`src/rtl/tcw_pkg.sv`:
```
package tcw_pkg;

    localparam int CMD_W  = 2;
    localparam int CHAR_W = 8;
    localparam int IDX_W  = 11;
    localparam int POS_W  = 11;
    localparam int ATTR_W = 8;
    localparam int CELL_W = 16;

    localparam logic [CMD_W-1:0] CMD_PUT   = 2'd0;
    localparam logic [CMD_W-1:0] CMD_READ  = 2'd1;
    localparam logic [CMD_W-1:0] CMD_CLEAR = 2'd2;

    localparam logic [CHAR_W-1:0] NEWLINE_CODE = 8'd10;
    localparam logic [CHAR_W-1:0] SPACE_CODE   = 8'h20;
    localparam logic [ATTR_W-1:0] ATTR_RESET   = 8'hF0;

    typedef struct packed {
        logic capture;
        logic put;
        logic rd;
        logic clr;
        logic step;
        logic result;
    } t_dp_cmd;

    typedef struct packed {
        logic [CMD_W-1:0] cmd;
        logic             put_scroll;
        logic             sweep_last;
    } t_dp_sts;

endpackage

```
`src/rtl/tcw_ctrl.sv`:
```
module tcw_ctrl (
    input  logic              i_clk,
    input  logic              i_rst_n,
    input  logic              i_in_valid,
    output logic              o_in_ready,
    output logic              o_out_valid,
    input  logic              i_out_ready,
    input  tcw_pkg::t_dp_sts  i_sts,
    output tcw_pkg::t_dp_cmd  o_ctl
);
    import tcw_pkg::*;

    localparam logic [2:0] S_INIT   = 3'd0;
    localparam logic [2:0] S_IDLE   = 3'd1;
    localparam logic [2:0] S_DECODE = 3'd2;
    localparam logic [2:0] S_SWEEP  = 3'd3;
    localparam logic [2:0] S_FINISH = 3'd4;

    logic [2:0] r_state, n_state;
    logic       r_out_valid, n_out_valid;

    assign o_in_ready  = (r_state == S_IDLE) && !r_out_valid;
    assign o_out_valid = r_out_valid;

    always_comb begin
        o_ctl   = '0;
        n_state = r_state;
        case (r_state)
            S_INIT: begin
                o_ctl.step = 1'b1;
                if (i_sts.sweep_last) begin
                    n_state = S_IDLE;
                end
            end
            S_IDLE: begin
                if (i_in_valid && o_in_ready) begin
                    o_ctl.capture = 1'b1;
                    n_state       = S_DECODE;
                end
            end
            S_DECODE: begin
                case (i_sts.cmd)
                    CMD_PUT: begin
                        o_ctl.put = 1'b1;
                        n_state   = i_sts.put_scroll ? S_SWEEP : S_FINISH;
                    end
                    CMD_READ: begin
                        o_ctl.rd = 1'b1;
                        n_state  = S_FINISH;
                    end
                    CMD_CLEAR: begin
                        o_ctl.clr = 1'b1;
                        n_state   = S_SWEEP;
                    end
                    default: begin
                        n_state = S_FINISH;
                    end
                endcase
            end
            S_SWEEP: begin
                o_ctl.step = 1'b1;
                if (i_sts.sweep_last) begin
                    n_state = S_FINISH;
                end
            end
            S_FINISH: begin
                o_ctl.result = 1'b1;
                n_state      = S_IDLE;
            end
            default: begin
                n_state = S_IDLE;
            end
        endcase
    end

    always_comb begin
        n_out_valid = r_out_valid;
        if (o_ctl.result) begin
            n_out_valid = 1'b1;
        end else if (i_out_ready) begin
            n_out_valid = 1'b0;
        end
    end

    always_ff @(posedge i_clk) begin
        if (!i_rst_n) begin
            r_state     <= S_INIT;
            r_out_valid <= 1'b0;
        end else begin
            r_state     <= n_state;
            r_out_valid <= n_out_valid;
        end
    end
endmodule

```
`config.mk`:
```
export PLATFORM = sky130hd
export DESIGN_NAME = tcw_ctrl
export DESIGN_NICKNAME = d
export VERILOG_FILES = /design/src/rtl/tcw_pkg.sv /design/src/rtl/tcw_ctrl.sv
export SDC_FILE = /design/constraint.sdc
export NUM_CORES = 1
export LEC_CHECK = 0
export CAP_MARGIN = 20
export CORE_AREA = 5 5 42 44
export CTS_CLUSTER_DIAMETER = 80
export DETAILED_ROUTE_END_ITERATION = 7
export DIE_AREA = 0 0 47 49
export DONT_BUFFER_PORTS = 1
export PLACE_DENSITY = 0.39
export SYNTH_ARGS = -nofsm -noshare
export SYNTH_HDL_FRONTEND = slang
export SYNTH_SLANG_ARGS = --single-unit
```
`constraint.sdc`:
```
create_clock -name i_clk -period 1 [get_ports i_clk]
set_input_delay 0.1 -clock i_clk [delete_from_list [all_inputs] [get_ports i_clk]]
set_output_delay 0.1 -clock i_clk [all_outputs]
set_load 0.1 [all_outputs]
```
==> run metrics, run 1 <==
worst path arrival time 1.39 ns; Crit Path Category reg2out; share of cells above drive strength 1 0.760; number of port buffers 0; Max-slew headroom 0.844; Critical path buffers and inverters 1; proportion of synthesized area in mux cells 0; DRT iter0 DRCs 6; post-DP HPWL 651 um; RSZ-0062 raised after global routing yes; vias per cell 4.70; worst hold path class in2reg; Slew @ Worst Pin 0.233 ns; die height 49 um; worst setup margin -0.487 ns; nets@finish 59; Hold Crit Start i_sts[0]; synthesized area per cell 8.97 um2; R2R cell count 5; die area 2300 um2; Worst R2R Setup Slack -0.17 ns; GPL Wtd Cong 0.807; Antenna Nets Post-Route 0; adder-cell share of the synthesized area 0; top cell type's share of synthesized area 0.298; Clock Skews roughly 0.010 ns; CP cell instances nand2b_4 -> or2_4 -> nor3b_4 -> buf_12; largest family of logic cells by synthesized area simple AND/OR/NAND/NOR gates; switching share of power 0.414; Layout Utilization 0.483; Simple-Gate Fraction of Synth Area 0.395; critical path's top delay family simple AND/OR/NAND/NOR gates; Mapped Cells 30; Startpoint Class register; # diodes 0; DR vias a little over 300; clock latency on the worst-skew pair around 0.24 ns; IO Count 16; Area contributors post-synth dfxtp_1 (30%), nor3b_2 (9.3%), nor4b_2 (5.6%), nand2b_1 (4.7%), a21oi_1 (3.7%); Rows 14; CTS buffer count 3; Core Box Area 1400 um2; vias in the first global route 336; Syn. warnings 0; post-synth top area cell dfxtp_1; WL final 797 um; H-tree depth 1; Mapped Nets 38; post-synthesis cell type count 22; status finished, violations left; largest net degree at the start of global routing 6; max-slew violations 0; first drt pass iteration count 4; initial antenna violation count 0; maximum vdd drop 0.000741 V; drc violations 0; clk sinks 4; Critical R2R Launch r_state[2]; root buf cell clkbuf_4; internal cell power 0.549 mW; Mapped Area 269 um2; hold depth 2; Final Power 0.936 mW; Synth-to-Final Area Change 152%; sequential area share after synthesis 0.298; failing checks negative setup slack; CP peak stage delay between 0.3 and 0.4 ns; Total GRT Usage 0.0775; Hold EP r_state[0]; Comb power frac 0.564; Slowest-stage cell, CP dfxtp_2; crit end category primary output; xor-xnor portion of the synthesized cell area 0.0326; first-pass GRT wire length 1350 um; RR Endpoint o_out_valid; Compound-Gate Fraction of Synth Area 0.200; FILL cells 134; Sequential Power Share 0.200; power per cell area 1380 nW/um2; P_leak 0.271 nW; CTS tree yes; CP Data Required Time 0.90 ns; Die X 47 um; initial core utilization 0.192; Synth Register Bits 4; WP depth 4; Worst-path clk slew around 0.040 ns; Crit Path Max Fanout 3; f_max 673 MHz; crit path time final 1.49 ns; Max Cap Viol 0; Period Utilization, post-route 1.49; CTS Buffer Depth 2; endpoints failing hold 0; final setup TNS -3.10 ns; total gr overflow 0; Sw Pwr 0.387 mW; WL per Instance 12.1 um; Final setup viols 10; Clk network pwr share 0.236
metrics by stage:
stage	worst slack, ns	hold slack, ns	std cells	area, um2
after global routing	-0.565	0.0721	66	677
after CTS	-0.502	0.0390	63	609
after floorplan	-1.21	0.211	30	334
final	-0.487	0.0660	66	677
after detailed placement	-0.234	0.224	57	517
after global placement	-0.218	0.218	57	517
worst max-delay path by stage:
stage / start / end / slack [ns]
global placement: r_state[2] / o_ctl[2] / -0.22
finish: r_state[2] / o_ctl[3] / -0.49
floorplan: o_out_valid / o_ctl[5] / -1.21
detailed placement: r_state[2] / o_ctl[3] / -0.23
CTS: r_state[2] / o_ctl[3] / -0.50
global route: r_state[2] / o_ctl[3] / -0.56
area by class of cell:
type | count | area, um2 | area share
Clock buffer | 4 | 26.3 | 0.0388
Inverter | 2 | 7.51 | 0.0111
Multi-Input combinational cell | 22 | 277 | 0.409
Sequential cell | 4 | 90.1 | 0.133
Tap cell | 16 | 20.0 | 0.0296
Timing Repair Buffer | 18 | 256 | 0.379
worst reg2reg max path: stages (launching register included):
cell	delay (ns)
dfxtp_2	0.32
buf_4	0.17
nor3b_4	0.28
buf_4	0.15
buf_4	0.09
o21a_1	0.10
cells by family (layout without fill, tap and decap cells):
family                 after synthesis  in the layout
AO/OA/AOI/OAI                        7              7
AND/OR/NAND/NOR                     14             14
XOR/XNOR                             1              1
flip-flops                           4              4
buffers and inverters                4             24
cell usage in the layout, fill, tap and decap left out, drive strengths merged:
cell         Yosys  final
o21a             1      1
or2              1      1
xor2             1      1
nor4b            1      1
a21oi            2      2
clkbuf           0      4
nand2b           2      2
o211a            1      1
nor3b            3      3
and2             1      1
o31ai            1      1
o32a             1      1
nor2b            1      1
inv              2      2
dlygate4sd3      0      1
o41ai            1      1
nor2             2      2
nor3             2      2
buf              2     17
dfxtp            4      4
nand3b           1      1
power by group through the flow:
stage	Sequential [mW]	Combinational [mW]	Clock [mW]
global placement	0.186	0.428	0
CTS	0.186	0.469	0.233
global route	0.188	0.548	0.242
finish	0.187	0.528	0.221
detailed placement	0.186	0.434	0
floorplan	0.196	0.293	0
sequential cells by signal, indices dropped and copies added, names as in the netlist:
| register | flops |
|---|---|
| o_out_valid | 1 |
| r_state | 3 |
metal layers:
layer	track usage	wire, um	vias up	part of all wire
li1	-	-	149	-
met1	0.0769	268	148	0.34
met2	0.133	449	11	0.56
met3	0.0369	71	2	0.089
met4	0.0276	7	0	0.0088
met5	0	0	-	0
repair_timing:
item	CTS	global route
endpoints found under the setup margin	10	10
resized for setup	11	8
hold buffers	1	0
endpoints found under the hold margin	4	0
setup buffers	1	3
pin swaps	5	5
cell usage after synthesis:
cell type  count
dfxtp_1        4
a21oi_1        2
nand2b_1       2
nor2_1         2
nor3_1         2
nor3b_2        2
and2_1         1
buf_2          1
buf_4          1
inv_1          1
inv_2          1
nand3b_1       1
nor2b_1        1
nor3b_1        1
nor4b_2        1
o211a_1        1
o21a_1         1
o31ai_1        1
o32a_1         1
o41ai_1        1
or2_4          1
xor2_1         1
Power figures use the tool's default switching activity.
==> run 2: changes to the inputs <==
--- a/config.mk
+++ b/config.mk
@@ -12,6 +12,7 @@
 export DIE_AREA = 0 0 47 49
 export DONT_BUFFER_PORTS = 1
 export PLACE_DENSITY = 0.39
+export REMOVE_ABC_BUFFERS = 1
 export SYNTH_ARGS = -nofsm -noshare
 export SYNTH_HDL_FRONTEND = slang
 export SYNTH_SLANG_ARGS = --single-unit
==> run metrics, run 2 (synthesis gave the netlist of run 1 again) <==
status finished, violations left (unchanged); failing checks negative setup slack (unchanged); Rows 14 (unchanged); max reg flops 3 (unchanged); Crit Path Category reg2out (unchanged); Max-slew headroom 0.821 (was 0.844); Worst-path clk slew 0.04 ns (about the same); initial antenna violation count 0 (unchanged); H-tree depth 1 (unchanged); commonest cells after routing, fill and taps aside buf_12 (7), buf_4 (5) (was buf_12 (8), buf_4 (5), nor3b_4 (3), clkbuf_4 (3), buf_6 (3)); crit end category primary output (unchanged); switching share of power 0.411 (was 0.414); post-DP HPWL 656 um (was 651 um); maximum vdd drop 0.000888 V (was 0.000741 V); Die X 47 um (unchanged); endpoints failing hold 0 (unchanged); CP peak stage delay 0.30 ns (was 0.31 ns); CTS Buffer Depth 2 (unchanged); total gr overflow 0 (unchanged); DRT iter0 DRCs 0 (was 6); vias in the first global route 331 (was 336); DP Cell Count 58 (was 57); Final Power 0.942 mW (was 0.936 mW); clock latency on the worst-skew pair 0.23 ns (was 0.24 ns); Crit Path Max Fanout 3 (unchanged); clk sinks 4 (unchanged); internal cell power 0.555 mW (was 0.549 mW); Startpoint Class register (unchanged); CP cell instances nand2b_4 -> or2_4 -> nor3b_4 -> buf_12 (unchanged); drc violations 0 (unchanged); max-slew violations 0 (unchanged); Period Utilization, post-route 1.46 (was 1.49); Clock Skews 0.00377 ns (was 0.0101 ns); worst path arrival time 1.36 ns (was 1.39 ns); most common cell after layout, fill and taps aside buf_12 (unchanged); die height 49 um (unchanged); Core Box Area 1400 um2 (unchanged); # diodes 0 (unchanged); nets@finish 61 (was 59); largest net degree at the start of global routing 6 (unchanged); Final setup viols 9 (was 10); DR vias 316 (was 310); final setup TNS -3.10 ns (about the same); Sequential Power Share 0.200 (about the same); Comb power frac 0.592 (was 0.564); final cell count without fillers 67 (was 66); Slowest-stage cell, CP dfxtp_1 (was dfxtp_2); f_max 687 MHz (was 673 MHz); Antenna Nets Post-Route 0 (unchanged); crit path time final 1.46 ns (was 1.49 ns); WL final 946 um (was 797 um); CTS tree yes (unchanged); Slew @ Worst Pin 0.268 ns (was 0.233 ns); share of cells above drive strength 1 0.745 (was 0.760); Clk network pwr share 0.208 (was 0.236); worst hold path class in2reg (unchanged); WL per Instance 14.1 um (was 12.1 um); RSZ-0062 raised after global routing yes (unchanged); die area 2300 um2 (unchanged); root buf cell clkbuf_4 (unchanged); vias per cell 4.72 (was 4.70); Total GRT Usage 0.0880 (was 0.0775); Synth-to-Final Area Change 162% (was 152%); Most flops, register r_state (unchanged); Sw Pwr 0.387 mW (about the same); initial core utilization 0.192 (unchanged); first drt pass iteration count 1 (was 4); Max Cap Viol 0 (unchanged); P_leak 0.284 nW (was 0.271 nW); CTS buffer count 3 (unchanged); GPL Wtd Cong 0.685 (was 0.807); IO Count 16 (unchanged); CP Data Required Time 0.90 ns (about the same); power per cell area 1340 nW/um2 (was 1380 nW/um2); first-pass GRT wire length 1440 um (was 1350 um); number of port buffers 0 (unchanged); worst setup margin -0.457 ns (was -0.487 ns)
## run 2: critical path, delay by kind of cell, from the launching register on
family / cells / cell delay [ns]
buf+inv: 1 / 0.20
flops: 1 / 0.30
simple gates: 3 / 0.62
## run 2: cell type report
class / instances / area [um2]
inverters: 2 / 12.5
well taps: 16 / 20.0
repair buffers: 20 / 297
flip-flops and latches: 4 / 83.8
fillers: 129 / 696
multi-input cells: 22 / 270
clock buffers: 3 / 22.5
## run 2: worst paths after layout
| kind | startpoint | end | slack [ns] | depth (start not counted) |
|---|---|---|---|---|
| setup / recovery | r_state[2] | o_ctl[2] | -0.46 | 4 |
| hold / removal | i_sts[0] | r_state[0] | 0.07 | 2 |
| setup reg to reg | r_state[1] | r_state[0] | -0.08 | 5 |
| hold reg to reg | r_state[1] | r_state[2] | 0.57 | 3 |
## run 2: per-stage QoR
| stage | hold slack, ns | setup slack (ns) | area, um2 | utilization |
|---|---|---|---|---|
| after floorplan | 0.218 | -2.59 | 256 | - |
| after detailed placement | 0.225 | -0.247 | 500 | 0.357 |
| after global placement | 0.220 | -0.242 | 500 | 0.357 |
| final | 0.0696 | -0.457 | 706 | 0.504 |
| after CTS | 0.00395 | -0.473 | 627 | 0.447 |
| after global routing | 0.0883 | -0.507 | 706 | 0.504 |
## run 2: layer usage
metal	GRT usage	part of all wire	vias to the layer above
li1	-	-	151
met1	0.0811	0.33	152
met2	0.149	0.57	11
met3	0.0369	0.080	2
met4	0.0553	0.017	0
met5	0	0	-
## run 2: power groups by stage
stage | Combinational (mW) | Sequential, mW | Clock (mW)
after global placement | 0.417 | 0.184 | 0
after detailed placement | 0.420 | 0.184 | 0
final | 0.558 | 0.189 | 0.196
after global routing | 0.577 | 0.189 | 0.217
after floorplan | 0.245 | 0.200 | 0
after CTS | 0.489 | 0.188 | 0.207
## run 2: repair_timing
item                                   CTS  global route
setup buffers                            2             2
hold buffers                             1             1
resized for setup                       17             9
setup endpoints to repair               11            12
endpoints found under the hold margin    3             1
pin swaps                                8             6
